==> src/rtl/dcc_pkg.sv <==
// shared types, register indexes and reset values for the dcc packet bit serialiser
// no dependencies
package dcc_pkg;

  localparam int unsigned QUEUE_DEPTH_DEF = 2;

  localparam logic [4:0] PREAMBLE_RST = 5'd15;
  localparam logic [7:0] ONE_HP_RST   = 8'd58;
  localparam logic [7:0] ZERO_HP_RST  = 8'd100;

  localparam logic [1:0] CFG_PREAMBLE_BITS = 2'd0;
  localparam logic [1:0] CFG_ONE_HALF      = 2'd1;
  localparam logic [1:0] CFG_ZERO_HALF     = 2'd2;

  typedef struct packed {
    logic [7:0] data_byte;
    logic       last_byte;
  } in_item_t;

  typedef struct packed {
    logic       bit_value;
    logic [7:0] half_period_us;
    logic       packet_end;
    logic       run_last;
  } out_item_t;

  typedef struct packed {
    logic [4:0] preamble_bits;
    logic [7:0] one_half_period_us;
    logic [7:0] zero_half_period_us;
  } cfg_t;

  typedef struct packed {
    logic [7:0] data;
    logic [7:0] csum;
    logic       opening;
    logic       last;
  } job_t;

endpackage

==> src/rtl/dcc_queue.sv <==
// small job queue between the front and back ends
// depends on dcc_pkg
module dcc_queue #(
  parameter int unsigned DEPTH = dcc_pkg::QUEUE_DEPTH_DEF
) (
  input  logic          clk,
  input  logic          rst_n,
  input  logic          push,
  input  dcc_pkg::job_t push_job,
  output logic          full,
  input  logic          pop,
  output logic          not_empty,
  output dcc_pkg::job_t head_job
);
  import dcc_pkg::*;

  localparam int unsigned AW = (DEPTH > 1) ? $clog2(DEPTH) : 1;
  localparam int unsigned CW = $clog2(DEPTH + 1);

  job_t          mem_r [DEPTH];
  logic [AW-1:0] wr_ptr_r, wr_ptr_nxt;
  logic [AW-1:0] rd_ptr_r, rd_ptr_nxt;
  logic [CW-1:0] count_r, count_nxt;
  logic          do_push, do_pop;

  assign full      = (count_r == CW'(DEPTH));
  assign not_empty = (count_r != '0);
  assign head_job  = mem_r[rd_ptr_r];
  assign do_push   = push && !full;
  assign do_pop    = pop && not_empty;

  always_comb begin
    wr_ptr_nxt = wr_ptr_r;
    rd_ptr_nxt = rd_ptr_r;
    count_nxt  = count_r;
    if (do_push) begin
      wr_ptr_nxt = (wr_ptr_r == AW'(DEPTH - 1)) ? '0 : wr_ptr_r + 1'b1;
    end
    if (do_pop) begin
      rd_ptr_nxt = (rd_ptr_r == AW'(DEPTH - 1)) ? '0 : rd_ptr_r + 1'b1;
    end
    if (do_push && !do_pop) begin
      count_nxt = count_r + 1'b1;
    end else if (do_pop && !do_push) begin
      count_nxt = count_r - 1'b1;
    end
  end

  always_ff @(posedge clk) begin
    if (!rst_n) begin
      wr_ptr_r <= '0;
      rd_ptr_r <= '0;
      count_r  <= '0;
    end else begin
      wr_ptr_r <= wr_ptr_nxt;
      rd_ptr_r <= rd_ptr_nxt;
      count_r  <= count_nxt;
    end
  end

  always_ff @(posedge clk) begin
    if (do_push) begin
      mem_r[wr_ptr_r] <= push_job;
    end
  end

endmodule

==> src/rtl/dcc_front.sv <==
// front end: takes data bytes, tracks packet start and running checksum
// depends on dcc_pkg
module dcc_front (
  input  logic             clk,
  input  logic             rst_n,
  input  logic             in_valid,
  output logic             in_stall,
  input  dcc_pkg::in_item_t in_data,
  input  logic             queue_full,
  output logic             push,
  output dcc_pkg::job_t    push_job
);
  import dcc_pkg::*;

  logic [7:0] csum_r, csum_nxt;
  logic       inside_r, inside_nxt;
  logic [7:0] csum_new;

  assign in_stall = queue_full;
  assign push     = in_valid && !queue_full;
  assign csum_new = (inside_r ? csum_r : 8'd0) ^ in_data.data_byte;

  always_comb begin
    push_job.data    = in_data.data_byte;
    push_job.csum    = csum_new;
    push_job.opening = !inside_r;
    push_job.last    = in_data.last_byte;
    csum_nxt         = csum_r;
    inside_nxt       = inside_r;
    if (push) begin
      if (in_data.last_byte) begin
        csum_nxt   = 8'd0;
        inside_nxt = 1'b0;
      end else begin
        csum_nxt   = csum_new;
        inside_nxt = 1'b1;
      end
    end
  end

  always_ff @(posedge clk) begin
    if (!rst_n) begin
      csum_r   <= 8'd0;
      inside_r <= 1'b0;
    end else begin
      csum_r   <= csum_nxt;
      inside_r <= inside_nxt;
    end
  end

endmodule

==> src/rtl/dcc_back.sv <==
// back end: serialises each queued job into line symbols, one per cycle while out_stall is low
// depends on dcc_pkg
module dcc_back (
  input  logic               clk,
  input  logic               rst_n,
  input  dcc_pkg::cfg_t      cfg,
  input  logic               job_valid,
  input  dcc_pkg::job_t      job,
  output logic               pop,
  output logic               out_valid,
  input  logic               out_stall,
  output dcc_pkg::out_item_t out_data
);
  import dcc_pkg::*;

  localparam logic [2:0] ST_IDLE = 3'd0;
  localparam logic [2:0] ST_PRE  = 3'd1;
  localparam logic [2:0] ST_BYTE = 3'd2;
  localparam logic [2:0] ST_CSUM = 3'd3;
  localparam logic [2:0] ST_END  = 3'd4;

  logic [2:0] state_r, state_nxt;
  logic [4:0] cnt_r, cnt_nxt;
  logic [7:0] shreg_r, shreg_nxt;
  logic [7:0] csum_r, csum_nxt;
  logic       last_r, last_nxt;
  logic       ovalid_r, ovalid_nxt;
  out_item_t  odata_r, odata_nxt;
  logic       adv, done, sym_bit;

  assign out_valid = ovalid_r;
  assign out_data  = odata_r;
  assign adv       = !ovalid_r || !out_stall;

  always_comb begin
    state_nxt  = state_r;
    cnt_nxt    = cnt_r;
    shreg_nxt  = shreg_r;
    csum_nxt   = csum_r;
    last_nxt   = last_r;
    ovalid_nxt = ovalid_r;
    odata_nxt  = odata_r;
    pop        = 1'b0;
    done       = 1'b0;
    sym_bit    = 1'b1;
    odata_nxt.packet_end = 1'b0;

    case (state_r)
      ST_PRE: begin
        sym_bit = 1'b1;
      end
      ST_BYTE, ST_CSUM: begin
        sym_bit = (cnt_r == 5'd0) ? 1'b0 : shreg_r[7];
      end
      ST_END: begin
        sym_bit = 1'b1;
      end
      default: begin
        sym_bit = 1'b1;
      end
    endcase

    if (adv) begin
      ovalid_nxt = (state_r != ST_IDLE);
      odata_nxt.bit_value      = sym_bit;
      odata_nxt.half_period_us = sym_bit ? cfg.one_half_period_us : cfg.zero_half_period_us;
      odata_nxt.packet_end     = 1'b0;
      odata_nxt.run_last       = 1'b0;

      case (state_r)
        ST_PRE: begin
          if (cnt_r == 5'd0) begin
            state_nxt = ST_BYTE;
          end else begin
            cnt_nxt = cnt_r - 5'd1;
          end
        end
        ST_BYTE: begin
          if (cnt_r != 5'd0) begin
            shreg_nxt = {shreg_r[6:0], 1'b0};
          end
          if (cnt_r == 5'd8) begin
            if (last_r) begin
              state_nxt = ST_CSUM;
              cnt_nxt   = 5'd0;
              shreg_nxt = csum_r;
            end else begin
              done = 1'b1;
            end
          end else begin
            cnt_nxt = cnt_r + 5'd1;
          end
        end
        ST_CSUM: begin
          if (cnt_r != 5'd0) begin
            shreg_nxt = {shreg_r[6:0], 1'b0};
          end
          if (cnt_r == 5'd8) begin
            state_nxt = ST_END;
          end else begin
            cnt_nxt = cnt_r + 5'd1;
          end
        end
        ST_END: begin
          odata_nxt.packet_end = 1'b1;
          done                 = 1'b1;
        end
        default: begin
          state_nxt = ST_IDLE;
        end
      endcase

      odata_nxt.run_last = done;

      if ((done || state_r == ST_IDLE) && job_valid) begin
        pop       = 1'b1;
        shreg_nxt = job.data;
        csum_nxt  = job.csum;
        last_nxt  = job.last;
        if (job.opening && cfg.preamble_bits != 5'd0) begin
          state_nxt = ST_PRE;
          cnt_nxt   = cfg.preamble_bits - 5'd1;
        end else begin
          state_nxt = ST_BYTE;
          cnt_nxt   = 5'd0;
        end
      end else if (done) begin
        state_nxt = ST_IDLE;
      end
    end else begin
      odata_nxt = odata_r;
    end
  end

  always_ff @(posedge clk) begin
    if (!rst_n) begin
      state_r  <= ST_IDLE;
      cnt_r    <= 5'd0;
      last_r   <= 1'b0;
      ovalid_r <= 1'b0;
    end else begin
      state_r  <= state_nxt;
      cnt_r    <= cnt_nxt;
      last_r   <= last_nxt;
      ovalid_r <= ovalid_nxt;
    end
  end

  always_ff @(posedge clk) begin
    shreg_r <= shreg_nxt;
    csum_r  <= csum_nxt;
    odata_r <= odata_nxt;
  end

endmodule

==> src/rtl/dcc_packet_bit_serializer.sv <==
// top level of the dcc packet bit serialiser: config registers, front end, queue, back end
// depends on dcc_pkg, dcc_front, dcc_queue, dcc_back
//
//  port group   direction  handshake            payload
//  in_*         input      in_valid / in_stall  in_item_t (data_byte, last_byte)
//  out_*        output     out_valid/out_stall  out_item_t (bit, half period, end, run last)
//  cfg_*        input      cfg_valid/cfg_ready  cfg_index (2 bits), cfg_data (8 bits)
//
// one line symbol per cycle from the back-end serialiser while out_stall is low; each byte
// is a 0 start symbol and its data bits MSB first, the opening byte has preamble_bits 1s
// before it, the last byte the framed checksum and a closing 1; loading a job into an idle
// back end gives no symbol; synchronous active-low reset; config returns to 15 / 58 / 100
// the job queue lets input transfers continue while the output is stalled, until it fills
module dcc_packet_bit_serializer #(
  parameter int unsigned QUEUE_DEPTH = dcc_pkg::QUEUE_DEPTH_DEF
) (
  input  logic               clk,
  input  logic               rst_n,
  input  logic               in_valid,
  output logic               in_stall,
  input  dcc_pkg::in_item_t  in_data,
  output logic               out_valid,
  input  logic               out_stall,
  output dcc_pkg::out_item_t out_data,
  input  logic               cfg_valid,
  output logic               cfg_ready,
  input  logic [1:0]         cfg_index,
  input  logic [7:0]         cfg_data
);
  import dcc_pkg::*;

  cfg_t cfg_r, cfg_nxt;
  logic queue_full, push, pop, job_valid;
  job_t push_job, head_job;

  assign cfg_ready = 1'b1;

  always_comb begin
    cfg_nxt = cfg_r;
    if (cfg_valid) begin
      case (cfg_index)
        CFG_PREAMBLE_BITS: cfg_nxt.preamble_bits       = cfg_data[4:0];
        CFG_ONE_HALF:      cfg_nxt.one_half_period_us  = cfg_data;
        CFG_ZERO_HALF:     cfg_nxt.zero_half_period_us = cfg_data;
        default: begin
          cfg_nxt = cfg_r;
        end
      endcase
    end
  end

  always_ff @(posedge clk) begin
    if (!rst_n) begin
      cfg_r.preamble_bits       <= PREAMBLE_RST;
      cfg_r.one_half_period_us  <= ONE_HP_RST;
      cfg_r.zero_half_period_us <= ZERO_HP_RST;
    end else begin
      cfg_r <= cfg_nxt;
    end
  end

  dcc_front u_front (
    .clk        (clk),
    .rst_n      (rst_n),
    .in_valid   (in_valid),
    .in_stall   (in_stall),
    .in_data    (in_data),
    .queue_full (queue_full),
    .push       (push),
    .push_job   (push_job)
  );

  dcc_queue #(
    .DEPTH (QUEUE_DEPTH)
  ) u_queue (
    .clk       (clk),
    .rst_n     (rst_n),
    .push      (push),
    .push_job  (push_job),
    .full      (queue_full),
    .pop       (pop),
    .not_empty (job_valid),
    .head_job  (head_job)
  );

  dcc_back u_back (
    .clk       (clk),
    .rst_n     (rst_n),
    .cfg       (cfg_r),
    .job_valid (job_valid),
    .job       (head_job),
    .pop       (pop),
    .out_valid (out_valid),
    .out_stall (out_stall),
    .out_data  (out_data)
  );

endmodule

==> config.mk <==
export PLATFORM = sky130hd
export DESIGN_NAME = dcc_packet_bit_serializer
export DESIGN_NICKNAME = d
export VERILOG_FILES = /design/src/rtl/dcc_pkg.sv /design/src/rtl/dcc_queue.sv /design/src/rtl/dcc_front.sv /design/src/rtl/dcc_back.sv /design/src/rtl/dcc_packet_bit_serializer.sv
export SDC_FILE = /design/constraint.sdc
export NUM_CORES = 1
export LEC_CHECK = 0
export BUFFER_PORTS_ARGS = -buffer_cell sky130_fd_sc_hd__buf_2
export CORE_ASPECT_RATIO = 1.25
export CORE_MARGIN = 8
export CORE_UTILIZATION = 60
export CTS_CLUSTER_SIZE = 40
export DETAILED_ROUTE_END_ITERATION = 10
export PLACE_DENSITY = 0.77
export SYNTH_ARGS = -nofsm -noshare
export SYNTH_HDL_FRONTEND = slang
export SYNTH_HIERARCHICAL = 1
export SYNTH_SLANG_ARGS = --single-unit
==> constraint.sdc <==
create_clock -name clk -period 6.4 [get_ports clk]
set_clock_uncertainty 0.1 [all_clocks]
set_input_delay 0.32 -clock clk [delete_from_list [all_inputs] [get_ports clk]]
set_output_delay 0.32 -clock clk [all_outputs]
set_load 0.02 [all_outputs]
Yosys cells after proc, flatten, opt, wreduce, memory -nomap -nowiden --
Memories as Yosys holds them, arrays and structs flattened. A register that Yosys moved wholly into a read port is not among the register bits. Index checks and enable logic that the tools add are counted.
Storage, ports and cells: bits in registers 71, bits of input ports 24, output and inout bits 14, memories 1, bits in writable memories 36
Cells by class: muxes and demuxes 41, equal/unequal tests 16, $add $sub $neg 7, reduce and logical (&&, ||, !) cells 33, bitwise logic cells 1
Memories:
- u_queue.mem_r | words 2, bits a word 18, read ports 1, clocked after Yosys merged registers in 1, wr ports 1, RTL line dcc_queue.sv:20 | job_t mem_r [DEPTH];
Operators by type and width (number):
- 2-to-1 mux 8 bit | 7
- 2-to-1 mux 5 bit | 6
- 2-to-1 mux 3 bit | 6
- != test 4 x 1 -> 1 bit, second input constant | 4
- one-hot mux 8 bit (2 select lines) | 1
- 2-to-1 mux 1 bit | 15
- one-hot mux 5 bit (3 select lines) | 1
- one-hot mux 3 bit (4 select lines) | 1
- AND reduction 2 bit | 5
- nonzero test 5 bit | 2
- subtractor 5 x 1 -> 5 bit, second input constant | 2
- bitwise XOR 8 bit | 1
- logical AND 1 bit | 7
- == test 3 x 2 -> 1 bit, second input constant | 2
- zero test 1 bit | 6
- 2-to-1 mux 2 bit | 3
- != test 3 bit, second input constant | 2
- AND reduction 6 bit | 1
- nonzero test 3 bit | 2
- adder 5 x 1 -> 5 bit, second input constant | 1
- == test 5 x 4 -> 1 bit, second input constant | 1
- zero test 5 bit | 1
- AND reduction 5 bit | 1
- == test 2 bit, second input constant | 2
- 15 further kinds | 18

Longest topological paths before layout --
Gate-level depths: netlist of run 1.
word-level depth 12, depth in mapped cells 10, depth with buffers taken out 10

Hierarchy --
Netlist of run 1, hierarchy kept.
Modules (own cells, without submodules):
- dcc_back | times used 1, sequential area each 1011.0 µm², cells each 214, area each 2139.6 µm²
- dcc_queue | times used 1, sequential area each 1181.1 µm², cells each 81, area each 1532.7 µm²
- dcc_packet_bit_serializer | times used 1, sequential area each 420.4 µm², cells each 88, area each 877.1 µm²
- dcc_front | times used 1, sequential area each 180.2 µm², cells each 53, area each 505.5 µm²

Worst setup path after synthesis of run 1 --
No wires, ideal clock.
path kind flip-flop to flip-flop, start register u_back.cnt_r[0], end register u_queue.count_r[1], setup slack 3.693 ns, arrival time 2.537 ns, setup time 0.070 ns, cell stages (with the launch flop) 10, path buffers 0, path through dfxtp_1 > inv_1 > ha_1 > nor4bb_1 > a21oi_1 > nor2_1 > o21ai_1 > ha_1 > or3_1 > a21boi_1
On the way: longest elaborated chain between the ends 12, elaborated cells on any way between the ends 14
Ends and longest elaborated chain:
- from (decl) | RTL line dcc_back.sv:23 | logic [4:0] cnt_r, cnt_nxt;
- from (signal assigned) | RTL line dcc_back.sv:143 | cnt_r <= cnt_nxt;
- == test 5 x 4 -> 1 bit * | RTL line dcc_back.sv:82 | if (cnt_r == 5'd8) begin
- 2-to-1 mux 1 bit * | RTL line dcc_back.sv:82
- one-hot mux 1 bit (2 select lines) * | RTL line dcc_back.sv:70 | case (state_r)
- 2-to-1 mux 1 bit * | RTL line dcc_back.sv:63 | if (adv) begin
- logical OR 1 bit * | RTL line dcc_back.sv:115 | if ((done || state_r == ST_IDLE) && job_valid) begin
- logical AND 1 bit * | RTL line dcc_back.sv:115
- 2-to-1 mux 1 bit * | RTL line dcc_back.sv:115
- 2-to-1 mux 1 bit * | RTL line dcc_back.sv:63
- via pop | RTL line dcc_packet_bit_serializer.sv:33 | logic queue_full, push, pop, job_valid;
- logical AND 1 bit * | RTL line dcc_queue.sv:30 | assign do_pop = pop && not_empty;
- zero test 1 bit | RTL line dcc_queue.sv:42 | if (do_push && !do_pop) begin
- logical AND 1 bit | RTL line dcc_queue.sv:42
- 2-to-1 mux 2 bit or nonzero test 2 bit (tied branches)
- to (signal assigned) | RTL line dcc_queue.sv:57 | count_r <= count_nxt;
- to (decl) | RTL line dcc_queue.sv:23 | logic [CW-1:0] count_r, count_nxt;
Mark *: on every way through the listed nets, which the timed path passes. The rest lies on a longest branch. The select of a mux whose other input is x is not followed. A chain may end at the register's enable or synchronous reset.

Worst setup path after layout of run 1 --
Same ends and word-level chain as after synthesis.

==> results of run 1 <==
## cells by family (layout without fill, tap and decap cells)
group                      Yosys count  after routing  share of synthesized area
AOI/OAI and AO/OA                   76             76                      0.110
xor gates and xnor gates            15             15                     0.0275
adders and majority gates            5              5                     0.0124
buffers and inverters               53             69                     0.0564
DFF                                108            108                      0.552
muxes                               48             48                      0.101
other                                1              1                   0.000742
and+or+nand+nor                    130            130                      0.139
## flip-flops by register name, indices dropped and copies added, names as in the netlist, named ones only
signal	count
cfg_r	21
u_back/cnt_r	5
u_back/csum_r	8
u_back/last_r	1
u_back/out_data	11
u_back/out_valid	1
u_back/shreg_r	8
u_back/state_r	3
u_front/csum_r	8
u_front/inside_r	1
u_queue/count_r	2
u_queue/mem_r	36
u_queue/rd_ptr_r	1
u_queue/wr_ptr_r	1
## metal layers
metal,global-route usage,share of wire
met3,0.0352,0.047
met4,0.0890,0.034
met2,0.289,0.52
met5,0,0
met1,0.177,0.40
## worst max-delay path, delay by kind of cell, from the launching register on
family | cells | cell delay, ns
flip-flops | 1 | 0.36
AND/OR/NAND/NOR | 3 | 1.38
AO/OA/AOI/OAI | 3 | 0.56
adder cells (fa/ha/maj) | 2 | 0.62
buffers and inverters | 1 | 0.13
## placed cells by master, fill, tap and decap left out, types with 5 or more instances in the layout
cell and n:
nor2b_1 21, o211ai_1 5, clkbuf_8 9, mux2i_1 22, xnor2_1 12, a21oi_1 8
nand2b_1 7, edfxtp_1 63, a22oi_1 5, dfxtp_1 45, a32o_1 8, nor2_1 7
o21ai_0 22, nand3_1 9, ha_1 5, nand2_1 56, buf_2 36, inv_1 15
mux2_2 26
## path summary, 6_finish.rpt
check	startpoint	to	slack, ns	cells after the start
worst max-delay path	u_back/cnt_r[0]$_SDFFE_PN0P_	u_queue/count_r[1]$_SDFFE_PN0P_	3.19	9
worst min-delay path	in_data[8]	u_queue/mem_r[1][17]$_DFFE_PP_	0.07	1
worst max register to register	u_back/cnt_r[0]$_SDFFE_PN0P_	u_queue/count_r[1]$_SDFFE_PN0P_	3.19	9
worst min register to register	cfg_r[4]$_SDFFE_PN0P_	cfg_r[4]$_SDFFE_PN0P_	0.37	2
## stage by stage
stage / std cells / setup slack, ns / power, mW / area [um^2] / hold WS, ns
after detailed placement: 533 / 3.23 / 1.89 / 5140 / 0.345
after CTS: 549 / 3.18 / 2.28 / 5320 / 0.0543
after global routing: 549 / 2.92 / 2.41 / 5320 / 0.0546
final: 549 / 3.19 / 2.26 / 5320 / 0.0744
after floorplan: 436 / 3.69 / 1.71 / 5050 / 0.331
after global placement: 533 / 3.38 / 1.87 / 5140 / 0.339
## power by group
| part | leakage (nW) | switching (mW) | internal, mW | total [mW] |
|---|---|---|---|---|
| registers | 0.968 | 0.109 | 0.953 | 1.06 |
| logic | 0.908 | 0.474 | 0.338 | 0.812 |
| clock network | 0.0978 | 0.240 | 0.149 | 0.389 |
| total | 1.97 | 0.822 | 1.44 | 2.26 |
## area by class of cell
| class | count | share of cell area |
|---|---|---|
| tap | 97 | 0.0228 |
| sequential | 108 | 0.525 |
| clock buffer | 9 | 0.0233 |
| timing repair buffer | 37 | 0.0353 |
| clock inverter | 7 | 0.0111 |
| inverter | 16 | 0.0113 |
| multi-input combinational | 275 | 0.372 |
==> results.md, run 1 <==
* Final Cycle Share at 0.502
* Status: complete, no violations
* Setup TNS Final at 0 ns
* Fin util at 0.649
* CP Launch Type: flip-flop
* Sequential area share after synthesis at 0.552
* Critical-path cell list: inv_1, ha_1, nor4bb_1, a21oi_1, nor2_1, o21ai_1, ha_1, or3_1, a21boi_1
* Slowest Stage Delay on Critical Path at 0.69 ns
* First-pass GRT wire length at 15.4 mm
* Max Fclk at 311 MHz
* Area Overhead vs Synth at 5.27%
* Routed WL at 9.05 mm
* DIE WIDTH at 98.1 um
* PwrDens at 425 nW/um^2
* Crit-path slowest cell: nor2_1
* Die Area at 11600 um^2
* Min Clock Period, post-route at 3.21 ns
* Synth top area share at 0.374
* First DRT Iteration DRCs at 130
* Ys flop type: edfxtp_1
* Worst Tran Pin Value at 0.906 ns
* CTS clk-pin slew, worst paths at 0.10 ns
* Routability cong. at 0.840
* Final Hold Vio Count at 0
* Via Count at 3193
* CP max FO at 10
* Post-DRT Antenna Nets at 0
* Initial antenna violation count at 0
* Detailed Routing Iterations Pass 1 at 4
* Synth cell types at 66
* Data arrival time of the worst path at 3.41 ns
* Worst hold path type: input pin to flip-flop
* Ratio of cells with drive above 1 in the final layout at 0.206
* Setup violators final at 0
* I/O Pins at 38
* Root Driver: clkbuf_8
* FF+latch area at 2790 um^2
* Pins Over Slew Limit at 0
* Port buffer count at 36
* Slew Limit Headroom at 0.395
* Largest area contributor in the netlist: edfxtp_1
* Ys async rst share at 0
* CP endpoint kind: flip-flop
* CTS sink cnt at 108
* CTS buffer count at 9
* MaxCap Viol Count at 0
* # fillers at 640
* Post-synth EDFFs at 63
* Leakage at 1.97 nW
* Via/cell ratio at 5.82
* #FFs+latches synth at 108
* Mapped Cells at 436
* Commonest cells in the netlist: edfxtp_1 (63), nand2_1 (56), dfxtp_1 (45), mux2_2 (26)
* Global Route Usage Sum at 0.163
* Setup CP Type: flip-flop to flip-flop
* RSZ-0062 raised after global routing: false
* Post-DP HPWL at 6.57 mm
* VDD IR max at 0.000262 V
* Yosys warning count at 6
* Total grt overflow at 0
* Synthesized Nets at 465
* CTS HTree Levels at 3
* Row count at 37
* Core Footprint at 8190 um^2
* Syn Area/Cell at 11.6 um^2
* Largest net degree at the start of global routing at 53
* # diodes at 0
* Syn Std Cell Area at 5050 um^2
* Die Span Y at 119 um
* TritonCTS clock tree: done
* Worst-Skew Late Latency at 0.37 ns
* Multi-input gate area at 1980 um^2
* Initial Utilization at 0.617
* Hold_buf cts at 0
* Synth top area cells: edfxtp_1 (37%), dfxtp_1 (18%), mux2_2 (5.8%)
* WP data required at 6.59 ns
* DR WL/cell at 16.5 um
* Worst-case clock buffer depth at 2
* Post CTS Setup Buffer Count at 0
* DRC viols at 0
* Most common cell on crit path: ha_1
* Post_cts resized at 0
* Final Net Count at 476
* Top-count cell post-synth: edfxtp_1
* Number of global-route vias before repair at 3286
Power figures use the tool's default switching activity.
==> run 2, diff against run 1 <==
==> constraint.sdc (replaced) <==
create_clock -name clk -period 3.15 [get_ports clk]
set_clock_uncertainty 0.1 [all_clocks]
set_input_delay 0.1575 -clock clk [delete_from_list [all_inputs] [get_ports clk]]
set_output_delay 0.1575 -clock clk [all_outputs]
set_load 0.02 [all_outputs]
==> run 2 against run 1 <==
  * Sequential cell count stayed put
  * Register-to-register slack worse by 2.7 ns
  * Final area is 4.1% higher
  * Sequential share of layout area is 2.1 points lower
  * Hold slack worse by 0.055 ns
  * Critical path depth is 4 lower
  * Worst setup slack worse by 2.7 ns
  * Maximum frequency is 19% higher
  * Critical path type unchanged
  * First-iteration DRC count is 26% higher
  * Die area stayed put
  * Sequential power is 100% higher
  * Combinational power is 120% higher
==> results.md, run 2 (synthesis gave the netlist of run 1 again) <==
* Setup CP Type: flip-flop to flip-flop
* Most frequent cells in the layout: edfxtp_1 (63), nand2_1 (56), dfxtp_1 (45)
* Status: complete, no violations
* CTS sink cnt at 108
* Cells on Worst Hold Path at 3
* I/O Pins at 38
* DR WL/cell at 17.1 um
* Root Driver: clkbuf_8
* Placement Setup Slack at 0.473 ns
* Post-DRT Antenna Nets at 0
* VDD IR max at 0.000512 V
* MaxCap Viol Count at 0
* RSZ-0062 raised after global routing: false
* Ratio of cells with drive above 1 in the final layout at 0.208
* Area Overhead vs Synth at 9.60%
* Worst-case clock buffer depth at 2
* Slew Limit Headroom at 0.406
* TritonCTS clock tree: done
* Top Metal Used: met4
* Crit-path slowest cell: or4b_1
* Max Fclk at 372 MHz
* Post CTS Setup Buffer Count at 0
* CTS HTree Levels at 3
* Cells on worst reg2reg path at 5
* Worst-Skew Late Latency at 0.37 ns
* Post-DP HPWL at 6.83 mm
* HP Start: cfg_index[1]
* RR Startpoint: u_back/cnt_r[0]$_SDFFE_PN0P_
* Final Hold Vio Count at 0
* Final Cycle Share at 0.854
* WP data required at 3.18 ns
* Most flop-heavy register: u_queue/mem_r
* Reg-to-Reg End: u_back/out_data[9]$_DFFE_PN_
* Setup TNS Final at 0 ns
* Core Footprint at 8190 um^2
* Min Hold Slack at 0.0195 ns
* Leakage at 2.07 nW
* Reg2Reg Setup Slack at 0.46 ns
* # placed instances at 539
* Row count at 37
* CP max FO at 10
* Met3 WL at 356 um
* DIE WIDTH at 98.1 um
* Critical-path cell list: inv_1, ha_1, or4b_1, a21oi_2, mux2_2
* Setup violators final at 0
* Global Route Usage Sum at 0.175
* Commonest non-fill, non-tap cell in the layout: edfxtp_1
* Total grt overflow at 0
* Final Net Count at 499
* Data arrival time of the worst path at 2.72 ns
* First DRT Iteration DRCs at 164
* PwrDens at 846 nW/um^2
* CTS clk-pin slew, worst paths at 0.10 ns
* Initial Utilization at 0.617
* Worst hold path type: input pin to flip-flop
* CP Launch Type: flip-flop
* Largest net degree at the start of global routing at 35
* Non-Filler Instances at 572
* Initial antenna violation count at 0
* Detailed Routing Iterations Pass 1 at 6
* # diodes at 0
* Slowest Stage Delay on Critical Path at 0.65 ns
* Via Count at 3305
* WP buf/inv at 1
* CP endpoint kind: flip-flop
* Worst Hold Path EP: cfg_r[6]$_SDFFE_PN1P_
* Die Span Y at 119 um
* Delay-heaviest family, CP: simple AND/OR/NAND/NOR gates
* Metal-1 WL at 4.03 mm
* DRC viols at 0
* CTS buffer count at 9
* Worst Tran Pin Value at 0.891 ns
* Routed WL at 9.76 mm
* Max FFs per register at 36
* Die Area at 11600 um^2
* Port buffer count at 36
* First-pass GRT wire length at 16.2 mm
* Routability cong. at 0.838
* Via/cell ratio at 5.78
* Pins Over Slew Limit at 0
* Met2 wire len at 5.09 mm
* Min Clock Period, post-route at 2.69 ns
* Number of global-route vias before repair at 3411
* Fin util at 0.676
* Worst setup margin at 0.459 ns
==> run 2: cell count changes in the layout (fill, tap and decap cells not counted), moves of 2 or more <==
cell	previous run	this run
inv_8	2	0
clkinv_4	1	4
dlygate4sd3_1	0	17
buf_4	1	7
==> run 2: stage by stage <==
step,instance area (um^2),total power [mW]
4_1_cts,5540,4.70
3_3_place_gp,5180,3.83
3_5_place_dp,5180,3.90
2_1_floorplan,5050,3.48
6_report,5540,4.69
5_1_grt,5540,4.98
==> run 2: layout make-up <==
class                           count  area [um^2]
Clock buffer                       10          138
Fill cell                         598         2650
Tap cell                           97          121
Timing Repair Buffer               60          403
Inverter                           16         60.1
Sequential cell                   108         2790
Clock inverter                      6         48.8
Multi-Input combinational cell    275         1980
==> run 2: worst max-delay path by stage <==
stage                                       from                         endpoint  slack (ns)  depth (start not counted)
floorplan           u_back/cnt_r[0]$_SDFFE_PN0P_  u_queue/count_r[1]$_SDFFE_PN0P_        0.44                          9
global placement    u_back/cnt_r[0]$_SDFFE_PN0P_     u_back/out_data[8]$_DFFE_PN_        0.56                          5
detailed placement  u_back/cnt_r[0]$_SDFFE_PN0P_     u_back/out_data[9]$_DFFE_PN_        0.47                          5
CTS                 u_back/cnt_r[0]$_SDFFE_PN0P_     u_back/out_data[9]$_DFFE_PN_        0.47                          5
global route        u_back/cnt_r[0]$_SDFFE_PN0P_     u_back/out_data[9]$_DFFE_PN_        0.35                          5
finish              u_back/cnt_r[0]$_SDFFE_PN0P_     u_back/out_data[9]$_DFFE_PN_        0.46                          5
==> run 2: report_power, final <==
| part | leakage [nW] | switching, mW | total [mW] | internal [mW] |
|---|---|---|---|---|
| Sequential | 0.968 | 0.206 | 2.14 | 1.94 |
| Clock | 0.0968 | 0.479 | 0.795 | 0.316 |
| Combinational | 1.01 | 1.01 | 1.75 | 0.739 |
| Total | 2.07 | 1.70 | 4.69 | 2.99 |
==> run 2: worst reg2reg max path: stages (launching register included) <==
cell	delay, ns
dfxtp_1	0.36
inv_1	0.13
ha_1	0.20
or4b_1	0.66
a21oi_2	0.59
mux2_2	0.42
==> run 2: layer usage <==
layer  GRT usage  vias up
met5           0        -
met4      0.0938        0
met3      0.0352       21
met2       0.315       74
met1       0.187     1579
li1            -     1631
==> run 2: what timing repair did <==
| item | 4_1_cts | 5_1_grt |
|---|---|---|
| endpoints found under the hold margin | 37 | 0 |
| gates resized for setup | 0 | 0 |
| hold buffers | 17 | 0 |
==> run 3, diff against run 2 <==
--- a/config.mk
+++ b/config.mk
@@ -11,7 +11,7 @@
 export CORE_UTILIZATION = 60
 export CTS_CLUSTER_SIZE = 40
 export DETAILED_ROUTE_END_ITERATION = 10
-export PLACE_DENSITY = 0.77
+export PLACE_DENSITY = 0.8
 export SYNTH_ARGS = -nofsm -noshare
 export SYNTH_HDL_FRONTEND = slang
 export SYNTH_HIERARCHICAL = 1
==> run 3 against run 2 <==
  * Final area is 0.27% higher
  * Maximum frequency is 0.81% higher
  * Power is 1.8% higher
  * First-iteration DRC count is 43% higher
  * Worst setup slack better by 0.022 ns
==> results.md, run 3 (synthesis gave the netlist of run 1 again) <==
* Min Clock Period, post-route at 2.67 ns
* CP Launch Type: flip-flop
* Internal power at 3.05 mW
* Port buffer count at 36
* Worst Hold Path EP: cfg_r[6]$_SDFFE_PN1P_
* Met1 usage at 0.206
* Detailed Routing Iterations Pass 1 at 4
* Combinational power share at 0.365
* Number of global-route vias before repair at 3332
* First DRT Iteration DRCs at 234
* Cells on Worst Hold Path at 3
* Max Fclk at 375 MHz
* GRT busiest layer: met2
* Final Net Count at 497
* Pins Over Slew Limit at 0
* Setup violators final at 0
* Area Overhead vs Synth at 9.90%
* Status: complete, no violations
* Root Driver: clkbuf_8
* Row count at 37
* Post-DRT Antenna Nets at 0
* Core Footprint at 8190 um^2
* Routed WL at 9.33 mm
* Leakage at 2.08 nW
* DR WL/cell at 16.4 um
* Max FFs per register at 36
* GRT met3 Usage at 0.0452
* Worst Tran Pin Value at 0.840 ns
* MaxCap Viol Count at 0
* CTS sink cnt at 108
* RR Startpoint: u_back/cnt_r[0]$_SDFFE_PN0P_
* Hold_buf cts at 17
* Worst-case clock buffer depth at 2
* Reg-to-Reg End: u_back/out_data[4]$_DFFE_PN_
* Most frequent cells in the layout: edfxtp_1 (63), nand2_1 (56), dfxtp_1 (45)
* HP Start: cfg_index[1]
* CP endpoint kind: flip-flop
* Worst-Skew Late Latency at 0.37 ns
* Final Hold Vio Count at 0
* Commonest non-fill, non-tap cell in the layout: edfxtp_1
* Power share of the clock group at 0.188
* Global Route Usage Sum at 0.167
* DIE WIDTH at 98.1 um
* Data arrival time of the worst path at 2.71 ns
* Flop pwr share at 0.447
* VDD IR max at 0.000583 V
* # fillers at 565
* Setup TNS Final at 0 ns
* Post-DP HPWL at 6.40 mm
* Cells on worst reg2reg path at 5
* Die Span Y at 119 um
* Net Switching at 1.73 mW
* Final Cycle Share at 0.847
* CTS HTree Levels at 3
* PwrDens at 859 nW/um^2
* Largest net degree at the start of global routing at 53
* Post_cts resized at 0
* Via/cell ratio at 5.82
* Setup CP Type: flip-flop to flip-flop
* Switching Share at 0.362
* Initial antenna violation count at 0
* RSZ-0062 raised after global routing: false
* CTS clk-pin slew, worst paths at 0.11 ns
* Most flop-heavy register: u_queue/mem_r
* Worst hold path type: input pin to flip-flop
* Routability cong. at 0.866
* Die Area at 11600 um^2
* Met2 Usage GRT at 0.274
* Fin util at 0.678
* Initial Utilization at 0.617
* CTS buffer count at 9
* I/O Pins at 38
* First-pass GRT wire length at 15.9 mm
* Post CTS Setup Buffer Count at 0
* Ratio of cells with drive above 1 in the final layout at 0.205
* Via Count at 3317
* # diodes at 0
* DRC viols at 0
* Final instance area at 5560 um^2
* TritonCTS clock tree: done
* CP max FO at 10
* DP Area at 5170 um^2
* Slew Limit Headroom at 0.440
* WP data required at 3.19 ns
* Reg2Reg Setup Slack at 0.48 ns
* Total grt overflow at 0
run 3: cell count changes in the layout (fill, tap and decap cells not counted), sizes merged:
cell / change
clkbuf: -1
clkinv: -2
bufinv: +1
inv: +2
buf: -2
run 3: area by class of cell:
class	count	area (um^2)	share of cell area
repair buffers	58	388	0.0698
flip-flops and latches	108	2790	0.503
clock buffers	9	124	0.0223
well taps	97	121	0.0218
multi-input cells	275	1980	0.356
inverters	16	60.1	0.0108
clock inverters	7	92.6	0.0167
run 3: worst max-delay path by stage:
stage                                       startpoint                              end  slack [ns]  cells past startpoint
after floorplan           u_back/cnt_r[0]$_SDFFE_PN0P_  u_queue/count_r[1]$_SDFFE_PN0P_        0.44                      9
after global placement    u_back/cnt_r[0]$_SDFFE_PN0P_     u_back/out_data[6]$_DFFE_PN_        0.59                      5
after detailed placement  u_back/cnt_r[0]$_SDFFE_PN0P_     u_back/out_data[2]$_DFFE_PN_        0.52                      5
after CTS                 u_back/cnt_r[0]$_SDFFE_PN0P_     u_back/out_data[4]$_DFFE_PN_        0.50                      5
after global routing      u_back/cnt_r[0]$_SDFFE_PN0P_  u_queue/count_r[1]$_SDFFE_PN0P_        0.37                      9
final                     u_back/cnt_r[0]$_SDFFE_PN0P_     u_back/out_data[4]$_DFFE_PN_        0.48                      5
run 3: stage by stage:
stage	cells	total power, mW	hold WS [ns]	worst slack (ns)
3_3_place_gp	537	3.79	0.275	0.587
5_1_grt	570	5.05	0.0369	0.371
6_report	570	4.77	0.0185	0.481
2_1_floorplan	436	3.48	0.175	0.443
3_5_place_dp	537	3.87	0.283	0.521
4_1_cts	570	4.77	0.0133	0.500
run 3: power by group through the flow:
stage,Sequential [mW],Combinational (mW),Clock [mW]
final,2.13,1.74,0.898
after global placement,2.14,1.64,0
after global routing,2.17,1.92,0.965
after floorplan,2.15,1.34,0
after CTS,2.13,1.73,0.906
after detailed placement,2.16,1.70,0
run 3: worst max-delay path, cell delays in order (launching register included):
cell	delay (ns)
dfxtp_1	0.36
inv_1	0.13
ha_1	0.22
or4b_1	0.66
a21oi_2	0.56
mux2_2	0.40
run 3: layer usage:
layer | share of wire | vias up | wire, um
met1 | 0.43 | 1592 | 4050
met4 | 0.016 | 0 | 148
met3 | 0.048 | 13 | 449
li1 | - | 1623 | -
met2 | 0.50 | 89 | 4680
met5 | 0 | - | 0
